==> src/rtl/core/hdip_pkg.sv <==
`timescale 1ns / 1ps
// ----------------------------------------------------------------------------
// hdip_pkg
// Shared types and constants for the HID report descriptor item parser.
// ----------------------------------------------------------------------------
package hdip_pkg;

   // data bytes kept per item; longer long-item data is counted, not stored
   localparam int VALUE_BYTES = 8;
   localparam int ACC_W       = 8 * VALUE_BYTES;
   localparam int IDX_W       = $clog2(VALUE_BYTES);

   localparam logic [3:0] LONG_TAG_NIBBLE = 4'hF;
   localparam logic [7:0] SIGNED_TAG_LOW  = 8'd1;   // logical minimum
   localparam logic [7:0] SIGNED_TAG_HIGH = 8'd5;   // unit exponent

   localparam logic [1:0] KIND_MAIN     = 2'd0;
   localparam logic [1:0] KIND_GLOBAL   = 2'd1;
   localparam logic [1:0] KIND_LOCAL    = 2'd2;
   localparam logic [1:0] KIND_RESERVED = 2'd3;

   localparam int RSP_DATA_W = 152;
   localparam int RSP_USER_W = 4;

   // header and data of one finished item, before decoding
   typedef struct packed {
      logic [7:0]       prefix;
      logic [7:0]       long_tag;
      logic [7:0]       size;
      logic [ACC_W-1:0] accum;
      logic             cut;
   } hdip_raw_type;

   typedef struct packed {
      logic [1:0]  item_kind;
      logic [7:0]  item_tag;
      logic [7:0]  payload_length;
      logic        is_long_item;
      logic [63:0] value_zero_ext;
      logic [63:0] value_sign_ext;
      logic        reads_as_signed;
      logic        size_error;
      logic        truncated;
   } hdip_item_type;

   function automatic logic [7:0] short_size(input logic [1:0] code);
      logic [7:0] size;
      case (code)
         2'd0:    size = 8'd0;
         2'd1:    size = 8'd1;
         2'd2:    size = 8'd2;
         default: size = 8'd4;
      endcase
      return size;
   endfunction

   function automatic logic length_ok(input logic [7:0] len);
      return (len == 8'd0) || (len == 8'd1) || (len == 8'd2) || (len == 8'd4)
         || ((len == 8'd8) && (VALUE_BYTES >= 8));
   endfunction

endpackage

==> src/rtl/core/hdip_parse.sv <==
`timescale 1ns / 1ps
// ----------------------------------------------------------------------------
// hdip_parse
// Byte-wise item framing: tracks header phase, gathers data bytes and
// flags the cycle on which an item completes or the descriptor ends.
// ----------------------------------------------------------------------------
module hdip_parse (
   input  logic                  clock,
   input  logic                  reset,
   input  logic                  take,
   input  logic [7:0]            byte_in,
   input  logic                  final_in,
   output logic                  emit,
   output hdip_pkg::hdip_raw_type raw
);
   import hdip_pkg::*;

   localparam logic [1:0] PH_PREFIX = 2'd0;
   localparam logic [1:0] PH_LEN    = 2'd1;
   localparam logic [1:0] PH_TAG    = 2'd2;
   localparam logic [1:0] PH_DATA   = 2'd3;

   logic [1:0]       phase_ff, phase_in;
   logic [7:0]       prefix_ff, prefix_in;
   logic [7:0]       tag_ff, tag_in;
   logic [7:0]       size_ff, size_in;
   logic [7:0]       bytes_ff, bytes_in;
   logic [ACC_W-1:0] accum_ff, accum_in;
   logic             done;

   always_comb begin
      phase_in  = phase_ff;
      prefix_in = prefix_ff;
      tag_in    = tag_ff;
      size_in   = size_ff;
      bytes_in  = bytes_ff;
      accum_in  = accum_ff;
      done      = 1'b0;
      case (phase_ff)
         PH_LEN: begin
            size_in  = byte_in;
            phase_in = PH_TAG;
         end
         PH_TAG: begin
            tag_in = byte_in;
            if (size_ff == 8'd0) begin
               done = 1'b1;
            end else begin
               phase_in = PH_DATA;
            end
         end
         PH_DATA: begin
            if (bytes_ff < 8'(VALUE_BYTES)) begin
               accum_in[{bytes_ff[IDX_W-1:0], 3'b000} +: 8] = byte_in;
            end
            bytes_in = bytes_ff + 8'd1;
            if (bytes_in >= size_ff) begin
               done = 1'b1;
            end
         end
         default: begin
            prefix_in = byte_in;
            tag_in    = 8'd0;
            bytes_in  = 8'd0;
            accum_in  = '0;
            if (byte_in[7:4] == LONG_TAG_NIBBLE) begin
               size_in  = 8'd0;
               phase_in = PH_LEN;
            end else begin
               size_in = short_size(byte_in[1:0]);
               if (size_in == 8'd0) begin
                  done = 1'b1;
               end else begin
                  phase_in = PH_DATA;
               end
            end
         end
      endcase
      emit = done | final_in;
      if (emit) begin
         phase_in = PH_PREFIX;
      end
   end

   // item fields as they stand after this word
   assign raw.prefix   = prefix_in;
   assign raw.long_tag = tag_in;
   assign raw.size     = size_in;
   assign raw.accum    = accum_in;
   assign raw.cut      = ~done;

   always_ff @(posedge clock) begin
      if (reset) begin
         phase_ff  <= PH_PREFIX;
         prefix_ff <= 8'd0;
         tag_ff    <= 8'd0;
         size_ff   <= 8'd0;
         bytes_ff  <= 8'd0;
         accum_ff  <= '0;
      end else if (take) begin
         phase_ff  <= phase_in;
         prefix_ff <= prefix_in;
         tag_ff    <= tag_in;
         size_ff   <= size_in;
         bytes_ff  <= bytes_in;
         accum_ff  <= accum_in;
      end
   end

endmodule

==> src/rtl/core/hdip_format.sv <==
`timescale 1ns / 1ps
// ----------------------------------------------------------------------------
// hdip_format
// Decodes a finished item: kind, tag, size check and value extension.
// ----------------------------------------------------------------------------
module hdip_format (
   input  hdip_pkg::hdip_raw_type  raw,
   output hdip_pkg::hdip_item_type item
);
   import hdip_pkg::*;

   logic        is_long;
   logic [1:0]  kind;
   logic [7:0]  tag;
   logic        bad;
   logic [63:0] acc;
   logic [63:0] zv;
   logic [63:0] sv;

   assign is_long = (raw.prefix[7:4] == LONG_TAG_NIBBLE);
   assign kind    = is_long ? KIND_RESERVED : raw.prefix[3:2];
   assign tag     = is_long ? raw.long_tag : {4'd0, raw.prefix[7:4]};
   assign bad     = ~length_ok(raw.size);
   assign acc     = 64'(raw.accum);

   always_comb begin
      zv = '0;
      sv = '0;
      if (!bad) begin
         case (raw.size)
            8'd1: begin
               zv = {56'd0, acc[7:0]};
               sv = {{56{acc[7]}}, acc[7:0]};
            end
            8'd2: begin
               zv = {48'd0, acc[15:0]};
               sv = {{48{acc[15]}}, acc[15:0]};
            end
            8'd4: begin
               zv = {32'd0, acc[31:0]};
               sv = {{32{acc[31]}}, acc[31:0]};
            end
            8'd8: begin
               zv = acc;
               sv = acc;
            end
            default: begin
               zv = '0;
               sv = '0;
            end
         endcase
      end
   end

   assign item.item_kind       = kind;
   assign item.item_tag        = tag;
   assign item.payload_length  = raw.size;
   assign item.is_long_item    = is_long;
   assign item.value_zero_ext  = zv;
   assign item.value_sign_ext  = sv;
   assign item.reads_as_signed = ~is_long && (kind == KIND_GLOBAL)
                                 && (tag inside {[SIGNED_TAG_LOW:SIGNED_TAG_HIGH]});
   assign item.size_error      = bad;
   assign item.truncated       = raw.cut;

endmodule

==> src/rtl/core/hdip_out_buf.sv <==
`timescale 1ns / 1ps
// ----------------------------------------------------------------------------
// hdip_out_buf
// Result register with a skid stage so the input side keeps running for
// one word after the receiver stalls.
// ----------------------------------------------------------------------------
module hdip_out_buf (
   input  logic                    clock,
   input  logic                    reset,
   input  logic                    in_valid,
   input  hdip_pkg::hdip_item_type in_item,
   output logic                    in_ready,
   output logic                    out_valid,
   output hdip_pkg::hdip_item_type out_item,
   input  logic                    out_ready
);
   import hdip_pkg::*;

   logic          main_valid_ff;
   logic          skid_valid_ff;
   hdip_item_type main_ff;
   hdip_item_type skid_ff;

   assign in_ready  = ~skid_valid_ff;
   assign out_valid = main_valid_ff;
   assign out_item  = main_ff;

   always_ff @(posedge clock) begin
      if (reset) begin
         main_valid_ff <= 1'b0;
         skid_valid_ff <= 1'b0;
      end else if (!main_valid_ff || out_ready) begin
         main_valid_ff <= skid_valid_ff | in_valid;
         skid_valid_ff <= 1'b0;
      end else if (in_valid && !skid_valid_ff) begin
         skid_valid_ff <= 1'b1;
      end
   end

   always_ff @(posedge clock) begin
      if (!main_valid_ff || out_ready) begin
         main_ff <= skid_valid_ff ? skid_ff : in_item;
      end else if (in_valid && !skid_valid_ff) begin
         skid_ff <= in_item;
      end
   end

endmodule

==> src/rtl/core/hid_descriptor_item_parser.sv <==
`timescale 1ns / 1ps
// ----------------------------------------------------------------------------
// hid_descriptor_item_parser
// Splits a HID report descriptor byte stream into decoded items.
// Input words: one descriptor byte in req_tdata, req_tlast on the last byte
// of the descriptor. One byte is taken per cycle while req_tready is high.
// Output words: one per finished item (or per item cut short by req_tlast),
// carrying tag, length, the data zero- and sign-extended, and status flags.
// The item goes to the result register when its last byte is taken, or to
// the skid stage behind a stalled result. Framing state updates in the same
// cycle the byte is taken, and the result register plus a one-word skid
// stage keep req_tready high through a single stalled result.
// If rsp_tready stays low, req_tready drops once the skid word is full and
// rises again in the cycle after the held result is taken.
// Reset (synchronous, active high) returns the parser to expecting a prefix
// byte and empties the result register and skid stage.
// ----------------------------------------------------------------------------
module hid_descriptor_item_parser (
   input  logic                              clock,
   input  logic                              reset,
   input  logic                              req_tvalid,
   output logic                              req_tready,
   input  logic [7:0]                        req_tdata,  // descriptor_byte
   input  logic                              req_tlast,  // final_byte
   output logic                              rsp_tvalid,
   input  logic                              rsp_tready,
   // [7:0] item_tag, [15:8] payload_length, [79:16] value_zero_ext,
   // [143:80] value_sign_ext, [144] size_error, [145] truncated, rest zero
   output logic [hdip_pkg::RSP_DATA_W-1:0]   rsp_tdata,
   // [1:0] item_kind, [2] is_long_item, [3] reads_as_signed
   output logic [hdip_pkg::RSP_USER_W-1:0]   rsp_tuser
);
   import hdip_pkg::*;

   logic          take;
   logic          emit;
   hdip_raw_type  raw;
   hdip_item_type item;
   hdip_item_type rsp_item;

   assign take = req_tvalid & req_tready;

   hdip_parse u_parse (
      .clock    (clock),
      .reset    (reset),
      .take     (take),
      .byte_in  (req_tdata),
      .final_in (req_tlast),
      .emit     (emit),
      .raw      (raw)
   );

   hdip_format u_format (
      .raw  (raw),
      .item (item)
   );

   hdip_out_buf u_out_buf (
      .clock     (clock),
      .reset     (reset),
      .in_valid  (take & emit),
      .in_item   (item),
      .in_ready  (req_tready),
      .out_valid (rsp_tvalid),
      .out_item  (rsp_item),
      .out_ready (rsp_tready)
   );

   assign rsp_tdata = {6'd0,
                       rsp_item.truncated,
                       rsp_item.size_error,
                       rsp_item.value_sign_ext,
                       rsp_item.value_zero_ext,
                       rsp_item.payload_length,
                       rsp_item.item_tag};

   assign rsp_tuser = {rsp_item.reads_as_signed,
                       rsp_item.is_long_item,
                       rsp_item.item_kind};

endmodule
==> config.mk <==
export PLATFORM = sky130hd
export DESIGN_NAME = hid_descriptor_item_parser
export DESIGN_NICKNAME = d
export VERILOG_FILES = /design/src/rtl/core/hdip_pkg.sv /design/src/rtl/core/hdip_parse.sv /design/src/rtl/core/hdip_format.sv /design/src/rtl/core/hdip_out_buf.sv /design/src/rtl/core/hid_descriptor_item_parser.sv
export SDC_FILE = /design/constraint.sdc
export NUM_CORES = 1
export LEC_CHECK = 0
export BUFFER_PORTS_ARGS = -buffer_cell sky130_fd_sc_hd__clkbuf_2
export CAP_MARGIN = 20
export CORE_MARGIN = 1
export CORE_UTILIZATION = 40
export DETAILED_ROUTE_END_ITERATION = 10
export HOLD_SLACK_MARGIN = 0.15
export PLACE_DENSITY_LB_ADDON = 0.1
export REMOVE_ABC_BUFFERS = 1
export SLEW_MARGIN = 20
export SYNTH_ARGS = -nofsm -noshare
export SYNTH_HDL_FRONTEND = slang
export SYNTH_SLANG_ARGS = --single-unit
==> constraint.sdc <==
create_clock -name clock -period 21.2 [get_ports clock]
set_input_delay 3.18 -clock clock [delete_from_list [all_inputs] [get_ports clock]]
set_output_delay 3.18 -clock clock [all_outputs]
set_load 0.01 [all_outputs]
* Word level (Yosys, flattened, before mapping)
Cells that the tools add are included.
** Storage, ports and cells
- Flip-flop bits (word level) :: 400
- Input bits :: 13
- Output and inout port bits :: 158
- Logic and storage cells :: 113
** Operators by class
- $add $sub $neg :: 2
- $lt $le $gt $ge :: 4
- Eq/ne operators :: 15
- Shifts and indexed selects :: 2
- Muxes and demuxes :: 28
- Bitwise operators :: 11
- Reduce and logical (&&, ||, !) cells :: 24
** Operators with widths (number)
- $pmux 64 s4 :: 2
- $mux 64 :: 3
- $mux 150 :: 1
- $pmux 64 s2 :: 1
- $bwmux 64 :: 1
- $shift 8x8->64 const A :: 1
- $shiftx 8x8->64 :: 1
- $pmux 8 s2 :: 3
- $mux 8 :: 5
- $logic_not 8->1 :: 3
- $mux 2 :: 5
- $pmux 3 s3 :: 1
- $add 8x1->8 const B :: 1
- $eq 4x4->1 const B :: 2
- $eq 8x1->1 const B :: 1
- $eq 8x2->1 const B :: 1
- $eq 8x3->1 const B :: 1
- $eq 8x4->1 const B :: 1
- $ge 8x1->1 const B :: 1
- $ge 8x8->1 :: 1
- $le 8x3->1 const B :: 1
- $lt 8x4->1 const B :: 1
- $neg 6->8 :: 1
- $reduce_or 2->1 :: 4
- other kinds (18) :: 43

* Depth between registers and ports, before layout
Gate-level depths: netlist of run 1.
- Depth in word-level cells :: 13
- Mapped depth :: 13

* By module
From an unflattened synthesis of run 1, not the netlist that was laid out.
** Unflattened totals
- Cells, all modules :: 1413
- Area total of the unflattened synthesis :: 18034.8 µm²
** Modules (own cells, without submodules)
- hdip_out_buf :: instances 1, cells an instance 475, area each 11162.0 µm², seq. area each 9048.7 µm²
- hdip_parse :: instances 1, cells an instance 669, area each 5305.1 µm², seq. area each 1961.9 µm²
- hdip_format :: instances 1, cells an instance 260, area each 1506.4 µm², seq. area each 0.0 µm²
- hid_descriptor_item_parser :: instances 1, cells an instance 9, area each 61.3 µm², seq. area each 0.0 µm²

* Worst setup path after synthesis of run 1
Ideal clock, no wire load.
- Path kind :: input port to flip-flop
- Start :: input rsp_tready
- End :: register u_out_buf.skid_ff[0] (netlist name), enable pin
- Library setup time :: 0.847 ns
- Arrival :: 17.401 ns
- Data required time :: 20.353 ns
- Setup slack :: 2.952 ns
- Cell stages on the path :: 2
- Path buffers :: 0
- Path through :: nand2b_1 > nor3b_1
** On the way
- Longest elaborated chain between the ends :: 3
** RTL lines
- from (decl) :: line hid_descriptor_item_parser.sv:26 : input logic rsp_tready,
- $logic_or 1x1->1 :: line hdip_out_buf.sv:41 : if (!main_valid_ff || out_ready) begin
- $not 1->1 (no source line)
- $reduce_and 2->1 (no source line)
- to (signal assigned) :: line hdip_out_buf.sv:44 : skid_ff <= in_item;
- to (decl) :: line hdip_out_buf.sv:22 : hdip_item_type skid_ff;
Every way passes these cells.
A chain may end at the register's enable or synchronous reset.

==> metrics.md, run 1 <==
| Metric | Value |
|---|---|
| # DRC | 0 |
| Initial antenna violation count | 0 |
| Clock slew at reported path FFs | 60 ps |
| IO buf count | 164 |
| R2R Path End | u_out_buf.out_item[55]$_DFFE_PP_ |
| Root buffer cell | clkbuf_16 |
| Post-synth EDFFs | 284 |
| DR pass1 iterations | 5 |
| Met2 GRT Util | 31.1% |
| WL/cell | 19.6 um |
| Comb power frac | 7.7% |
| Chip height | 206 um |
| Post-synthesis cell area | 16600 um2 |
| Hold path endpoint | u_parse.prefix_ff[3]$_SDFFE_PP0P_ |
| Most used routing layer | met2 |
| Syn Area/Cell | 11.2 um2 |
| Slew HR | 24.8% |
| Gr usage total | 20.0% |
| Nets | 1628 |
| Synth top area cells | edfxtp_1 51%, dfxtp_1 12%, nand2_1 4.3% |
| Crit start category | input port |
| Fin util | 46.6% |
| Synth Register Bits | 382 |
| Initial detailed-routing violation count | 903 |
| Design Power | 1670 uW |
| Layout cell share with drive strength beyond 1 | 17.0% |
| Worst IR Drop VDD | 0.0568 mV |
| Post-CTS sizing | 0 |
| Final Setup Violations | 0 |
| Vias in the first global route | 11100 |
| Power per cell area | 87.7 nW/um2 |
| Worst path bufs/invs | 3 |
| Core Area | 40900 um2 |
| Cell Area, Placed | 17800 um2 |
| Hold Buf Count CTS | 0 |
| CP Capture Type | register |
| Reg2Reg Setup Slack | 16530 ps |
| CP Cell Sequence | clkbuf_2, and4_1, o31ai_1, a22oi_1, inv_1, nor3_1, a32oi_4, buf_4, a41oi_1 |
| Initial Util | 40.7% |
| Final TNS setup | 0 ps |
| GRT overflow | 0 |
| Synth async-reset ratio | 0% |
| Syn Inst Count | 1491 |
| Crit path DAT | 6480 ps |
| Die Footprint | 42400 um2 |
| Final hold violation count | 0 |
| Met1 Track Usage GR | 28.6% |
| M3 GR Usage | 2.82% |
| Hold Crit Start | u_parse.prefix_ff[3]$_SDFFE_PP0P_ |
| H-tree level count | 2 |
| Library cell with the largest summed area after synthesis | edfxtp_1 |
| Pre-CTS setup slack | 14620 ps |
| Clock network power share | 42.0% |
| Clk_lat worst skew | 560 ps |
| Tmin final | 6090 ps |
| CP Class | in -> reg |
| GPL Wtd Cong | 0.874 |
| DP HPWL | 26.1 mm |
| N_diodes | 0 |
| Achievable Freq | 164 MHz |
| Synth top cells by count | 284 x edfxtp_1, 190 x nand2_1, 140 x nor2_1 |
| Seq pwr share | 50.3% |
| Critical R2R Launch | u_parse.bytes_ff[0]$_SDFFE_PP0P_ |
| Post-synth top area share | 51.2% |
| Fin crit share | 28.7% |
| I/O pins | 171 |
| Ys Warns | 0 |
| Top_reg_cell synth | edfxtp_1 |
| Sequential area share after synthesis | 63.0% |
| Vias per cell | 5.51 |
| Slowest cell on the critical path | a22oi_1 |
| Clk sinks | 382 |
| Outcome | completed |
| FP Rows | 74 |
| Most numerous cell in the Yosys netlist | edfxtp_1 |
| Largest stage delay, worst path | 540 ps |
| Routed wire length | 42.4 mm |
| Finished layout cell area | 19100 um2 |
| Final ANT Viol Nets | 0 |
| Largest net degree at the start of global routing | 97 |
| Fillers | 3853 |
| P_sw | 395 uW |
| CTS tree | built |
| Setup bufs post-CTS | 0 |
| Cells on worst reg2reg path | 10 |
| P&R area growth vs syn | 14.7% |
| CP required | 21590 ps |
| Clock buffer depth | 3 |
| Pins Over Slew Limit | 0 |
| CP Max Fanout | 96 |
| Final WS setup | 15110 ps |
| Leak | 0.00803 uW |
| Max-cap violations | 0 |
| CP delay by family, top | compound AO/OA/AOI/OAI gates |
| CTS buffer count | 42 |
| Via count | 11900 |
| First-pass GRT wire length | 65.5 mm |
| Worst Skew | 17.2 ps |
| Internal Power | 1280 uW |
| RSZ-0062 raised after global routing | false |
| Worst Hold Depth | 2 |
| WP depth | 9 |
| Actual slew at the worst max-slew pin | 1130 ps |
| Synth cell types | 65 |
| Net Sw Frac | 23.6% |
| Hold WC Path Type | reg -> reg |
| Die W | 206 um |
-- layer usage --
| metal | vias to the layer above | share of wire (%) |
|---|---|---|
| li1 | 5689 | - |
| met1 | 5856 | 47 |
| met2 | 306 | 46 |
| met3 | 58 | 4.7 |
| met4 | 0 | 2.3 |
| met5 | - | 0 |
-- worst register-to-register path, delay by kind of cell (launching register included) --
kind | cells | cell delay [ps]
adder cells (fa/ha/maj) | 2 | 510
AO/OA/AOI/OAI | 4 | 1310
buffers and inverters | 2 | 930
AND/OR/NAND/NOR | 2 | 1020
flip-flops | 1 | 580
-- cell usage in the layout, fill, tap and decap left out, types with 4 or more instances in the layout --
master     synthesis  final
a211oi_1           6      6
a21o_1            15     15
a21oi_1           46     46
a22o_1            53     53
a22oi_1           51     51
a2bb2oi_1          8      8
a31oi_1           19     19
a32oi_1           15     15
a41oi_1           32     32
and3_1             8      8
buf_4             15     21
clkbuf_1          84     14
clkbuf_16          0     43
clkbuf_2           0    164
clkinv_1           2     10
clkinv_2           0      6
conb_1             1      6
dfxtp_1           98     97
edfxtp_1         284    284
ha_1              16     16
inv_1             76     76
mux2_2            18     18
nand2_1          190    190
nand2b_1           9      8
nand3_1           57     57
nand4_1           12     12
nor2_1           140    140
nor2b_1            5      4
nor3_1            20     20
nor4_1             7      5
nor4_2             3      5
o2111ai_1          7      6
o21a_1             4      4
o21ai_0           90     90
o31ai_1           11     11
o41ai_1            4      4
or2_2              5      5
or3_1              7      7
-- worst max-delay path by stage --
stage | start | end | slack, ps
2_1_floorplan | rsp_tready | u_out_buf.skid_ff[0]$_DFFE_PP_ | 2950
3_3_place_gp | req_tdata[4] | u_out_buf.out_item[54]$_DFFE_PP_ | 14710
6_report | req_tdata[6] | u_out_buf.out_item[55]$_DFFE_PP_ | 15110
3_5_place_dp | req_tdata[5] | u_out_buf.out_item[54]$_DFFE_PP_ | 14620
5_1_grt | req_tdata[6] | u_out_buf.out_item[63]$_DFFE_PP_ | 14920
4_1_cts | req_tdata[5] | u_out_buf.out_item[54]$_DFFE_PP_ | 15190
-- registers in the layout, indices dropped and copies added (netlist names) --
register and flops:
u_parse.size_ff 8, u_out_buf.skid_valid_ff 1, u_parse.bytes_ff 8, u_parse.phase_ff 2
u_parse.accum_ff 64, u_parse.prefix_ff 6, u_parse.tag_ff 8, u_out_buf.skid_ff 142
u_out_buf.out_item 142, u_out_buf.out_valid 1
-- cells by family after synthesis --
logic type | after synthesis | synth area share [%]
DFF | 382 | 63.0
buffers and inverters | 205 | 5.21
other | 1 | 0.0225
xor gates and xnor gates | 6 | 0.316
and+or+nand+nor | 480 | 12.8
muxes | 21 | 1.40
AOI/OAI and AO/OA | 380 | 16.0
adders and majority gates | 16 | 1.20
-- cell type report --
type | count | area (um2) | share of cell area, %
Inverter | 79 | 299 | 1.57
Clock buffer | 58 | 1140 | 5.98
Multi-Input combinational cell | 909 | 5350 | 28.0
Timing Repair Buffer | 185 | 978 | 5.13
Tap cell | 532 | 666 | 3.49
Clock inverter | 18 | 159 | 0.832
Sequential cell | 382 | 10500 | 55.0
-- power groups by stage --
| stage | combinational [uW] | sequential, uW | clock [uW] |
|---|---|---|---|
| after CTS | 130 | 843 | 722 |
| after global routing | 141 | 844 | 747 |
| after global placement | 129 | 859 | 0 |
| after floorplan | 57.2 | 873 | 0 |
| final | 129 | 842 | 702 |
| after detailed placement | 130 | 858 | 0 |
-- stage by stage --
stage,hold slack [ps],cells
floorplan,425,1370
global placement,439,2087
detailed placement,446,2087
CTS,454,2163
global route,472,2163
finish,455,2163
(Power assumes the default switching activity.)
==> run 2, diff against run 1 <==
--- a/config.mk
+++ b/config.mk
@@ -5,6 +5,7 @@
 export SDC_FILE = /design/constraint.sdc
 export NUM_CORES = 1
 export LEC_CHECK = 0
+export ABC_AREA = 1
 export BUFFER_PORTS_ARGS = -buffer_cell sky130_fd_sc_hd__clkbuf_2
 export CAP_MARGIN = 20
 export CORE_MARGIN = 1
==> constraint.sdc (replaced) <==
create_clock -name clock -period 6.27 [get_ports clock]
set_input_delay 0.9405 -clock clock [delete_from_list [all_inputs] [get_ports clock]]
set_output_delay 0.9405 -clock clock [all_outputs]
set_load 0.01 [all_outputs]
==> run 2 against run 1 <==
Clock skew increased by 4.6 ps. Sequential power increased to 3.4 times the previous value. Die area grew 9.1%. Sequential cell count unchanged. Synthesized cell count grew 40%. Setup slack got worse by 13000 ps. Wire length is 6.4% higher. Clock power grew to 3.5 times the previous value. Highest routed layer unchanged.
==> metrics.md, run 2 <==
| Metric | Value |
|---|---|
| # DRC | 0 (unchanged) |
| Core Area | 44500 um2 (was 40900 um2) |
| Worst IR Drop VDD | 0.151 mV (was 0.0568 mV) |
| Post-CTS sizing | 0 (unchanged) |
| Pre-CTS setup slack | 1900 ps (was 14620 ps) |
| Most numerous cell in the Yosys netlist | nand2_1 (was edfxtp_1) |
| RSZ-0062 raised after global routing | false (unchanged) |
| CTS buffer count | 44 (was 42) |
| Leak | 0.00985 uW (was 0.00803 uW) |
| Max-cap violations | 0 (unchanged) |
| CTS tree | built (unchanged) |
| Slowest cell on the critical path | nor2_4 (was a22oi_1) |
| CP delay by family, top | simple AND/OR/NAND/NOR gates (was compound AO/OA/AOI/OAI gates) |
| DP HPWL | 28.0 mm (was 26.1 mm) |
| Die W | 215 um (was 206 um) |
| P&R area growth vs syn | 13.7% (was 14.7%) |
| Worst Skew | 21.9 ps (was 17.2 ps) |
| CP Cell Sequence | inv_1, nor3_1, nand3_1, nor3_1, xnor2_1, inv_1, ha_1, nand2_1, o21ai_0, nor2_1, nand2_1, nand2_1, nand3_1, nand2_1, nor2_4, buf_12 (was clkbuf_2, and4_1, o31ai_1, a22oi_1, inv_1, nor3_1, a32oi_4, buf_4, a41oi_1) |
| Library cell with the largest summed area after synthesis | edfxtp_1 (unchanged) |
| CP Max Fanout | 66 (was 96) |
| Clk sinks | 382 (unchanged) |
| Hold Crit Start | u_parse.accum_ff[27]$_SDFFE_PP0P_ (was u_parse.prefix_ff[3]$_SDFFE_PP0P_) |
| Finished layout cell area | 20700 um2 (was 19100 um2) |
| Vias per cell | 4.93 (was 5.51) |
| Achievable Freq | 229 MHz |
| Crit path DAT | 4580 ps (was 6480 ps) |
| Ys Warns | 0 (unchanged) |
| Hold Buf Count CTS | 0 (unchanged) |
| Syn Area/Cell | 8.70 um2 (was 11.2 um2) |
| Cells on worst reg2reg path | 16 (was 10) |
| Routed wire length | 45.1 mm (was 42.4 mm) |
| First-pass GRT wire length | 72.5 mm (was 65.5 mm) |
| Power per cell area | 288 nW/um2 (was 87.7 nW/um2) |
| Initial detailed-routing violation count | 884 (was 903) |
| Cell Area, Placed | 19300 um2 (was 17800 um2) |
| Chip height | 215 um (was 206 um) |
| Post-synthesis cell area | 18200 um2 (was 16600 um2) |
| CP required | 6490 ps (was 21590 ps) |
| FP Rows | 77 (was 74) |
| CP startpoint | u_parse.bytes_ff[0]$_SDFFE_PP0P_ (was req_tdata[6]) |
| Outcome | completed (unchanged) |
| Root buffer cell | clkbuf_16 (unchanged) |
| Final WS setup | 1910 ps (was 15110 ps) |
| Nets | 2222 (was 1628) |
| Largest stage delay, worst path | 790 ps (was 540 ps) |
| DR pass1 iterations | 5 (unchanged) |
| Commonest non-fill, non-tap cells in the layout | 556 x nand2_1, 284 x edfxtp_1, 246 x nor2_1 (was 284 x edfxtp_1, 190 x nand2_1, 164 x clkbuf_2) |
| Vias in the first global route | 13200 (was 11100) |
| Actual slew at the worst max-slew pin | 980 ps (was 1130 ps) |
| Synth Register Bits | 382 (unchanged) |
| Commonest non-fill, non-tap cell in the layout | nand2_1 (was edfxtp_1) |
| Synth top area cells | edfxtp_1 47%, nand2_1 11%, dfxtp_1 11% (was edfxtp_1 51%, dfxtp_1 12%, nand2_1 4.3%) |
| Initial antenna violation count | 0 (unchanged) |
| Sequential area share after synthesis | 57.7% (was 63.0%) |
| Initial Util | 40.8% (was 40.7%) |
| Gr usage total | 19.7% (was 20.0%) |
| Hold WC Path Type | reg -> reg (unchanged) |
| Fillers | 4422 (was 3853) |
| I/O pins | 171 (unchanged) |
| GRT overflow | 0 (unchanged) |
| Final Setup Violations | 0 (unchanged) |
| Synth async-reset ratio | 0% (unchanged) |
| Worst path bufs/invs | 3 (unchanged) |
| Pins Over Slew Limit | 0 (unchanged) |
| Clk_lat worst skew | 570 ps (was 560 ps) |
| IO buf count | 164 (unchanged) |
| Via count | 13900 (was 11900) |
| GPL Wtd Cong | 0.817 (was 0.874) |
| Post-synth top area share | 46.9% (was 51.2%) |
| H-tree level count | 2 (unchanged) |
| Min Hold Slack | 480 ps (was 455 ps) |
| Largest net degree at the start of global routing | 132 (was 97) |
| Synth cell types | 42 (was 65) |
| Post-synth EDFFs | 284 (unchanged) |
| Most common cell on crit path | nand2_1 |
| Final ANT Viol Nets | 0 (unchanged) |
| Clock buffer depth | 3 (unchanged) |
| WL/cell | 16.0 um (was 19.6 um) |
| Synth top cells by count | 556 x nand2_1, 284 x edfxtp_1, 247 x nor2_1 (was 284 x edfxtp_1, 190 x nand2_1, 140 x nor2_1) |
| Layout cell share with drive strength beyond 1 | 14.7% (was 17.0%) |
| Clock slew at reported path FFs | 60 ps (about the same) |
| Syn Inst Count | 2090 (was 1491) |
| Crit start category | register (was input port) |
| Top_reg_cell synth | edfxtp_1 (unchanged) |
| CP Class | reg -> reg (was in -> reg) |
| Die Footprint | 46300 um2 (was 42400 um2) |
| Fin crit share | 69.6% |
| Final hold violation count | 0 (unchanged) |
| Tmin final | 4360 ps |
| Critical R2R Launch | u_parse.bytes_ff[0]$_SDFFE_PP0P_ (unchanged) |
| WP depth | 16 (was 9) |
| Worst Hold Depth | 2 (unchanged) |
| Setup bufs post-CTS | 0 (unchanged) |
| CP Capture Type | register (unchanged) |
| N_diodes | 0 (unchanged) |
| Slew HR | 34.5% (was 24.8%) |
==> run 2: cell types whose count changed in the layout (fill, tap and decap cells not counted), moves of 17 or more <==
cell	change
a31oi_1	-17
nand2_1	+366
mux2_2	-18
inv_1	+107
nand2_2	+19
a22o_1	-53
a41oi_1	-32
nand3_1	+99
a21oi_1	+106
o21ai_0	+36
a22oi_1	-50
nor2_2	+28
nor2_1	+106
==> run 2: worst reg2reg max path, stage by stage (launching register included) <==
cell and delay, ps:
dfxtp_1 610, inv_1 180, nor3_1 310, nand3_1 170, nor3_1 210, xnor2_1 150
inv_1 80, ha_1 290, nand2_1 60, o21ai_0 170, nor2_1 60, nand2_1 80
nand2_1 50, nand3_1 100, nand2_1 190, nor2_4 800, buf_12 420
==> run 2: metrics by stage <==
stage	std cells	utilization, %	setup TNS, ps	power (uW)
detailed placement	2739	43.4	0	3570
floorplan	1967	-	-948410	3330
global route	2818	46.4	0	6220
global placement	2739	43.4	0	3560
CTS	2818	46.4	0	6040
finish	2818	46.4	0	5960
==> run 2: where the power goes <==
group	leakage [uW]	internal [uW]	total [uW]	switching, uW
Combinational	0.00515	170	628	458
Clock	0.000665	1440	2450	1010
Sequential	0.00404	2830	2880	48.5
==> run 2: layout make-up <==
| type | count | area, um2 | area share (%) |
|---|---|---|---|
| Clock inverter | 25 | 186 | 0.902 |
| Clock buffer | 54 | 1170 | 5.66 |
| Multi-Input combinational cell | 1383 | 6340 | 30.7 |
| Tap cell | 592 | 741 | 3.58 |
| Inverter | 202 | 773 | 3.74 |
| Timing Repair Buffer | 180 | 973 | 4.71 |
| Sequential cell | 382 | 10500 | 50.7 |
==> run 2: logic make-up (layout without fill, tap and decap cells) <==
family	count (synthesis)	after routing	synth area share (%)
AO/OA/AOI/OAI	317	317	9.13
XOR/XNOR	6	6	0.289
adder cells (fa/ha/maj)	16	16	1.10
buffers and inverters	330	461	7.58
flip-flops	382	382	57.7
other	1	6	0.0206
AND/OR/NAND/NOR	1038	1038	24.2
==> run 2: routing by layer <==
layer	share of wire [%]	track usage [%]	up-vias
li1	-	-	7036
met1	47	26.8	6485
met2	46	32.0	300
met3	5.0	3.71	60
met4	2.1	5.41	0
met5	0	0	-
==> run 2: path summary, 6_finish.rpt <==
check	end	slack, ps
hold / removal	u_parse.accum_ff[27]$_SDFFE_PP0P_	480
setup / recovery	u_out_buf.skid_ff[58]$_DFFE_PP_	1910
setup reg to reg	u_out_buf.skid_ff[58]$_DFFE_PP_	1910
hold reg to reg	u_parse.accum_ff[27]$_SDFFE_PP0P_	480
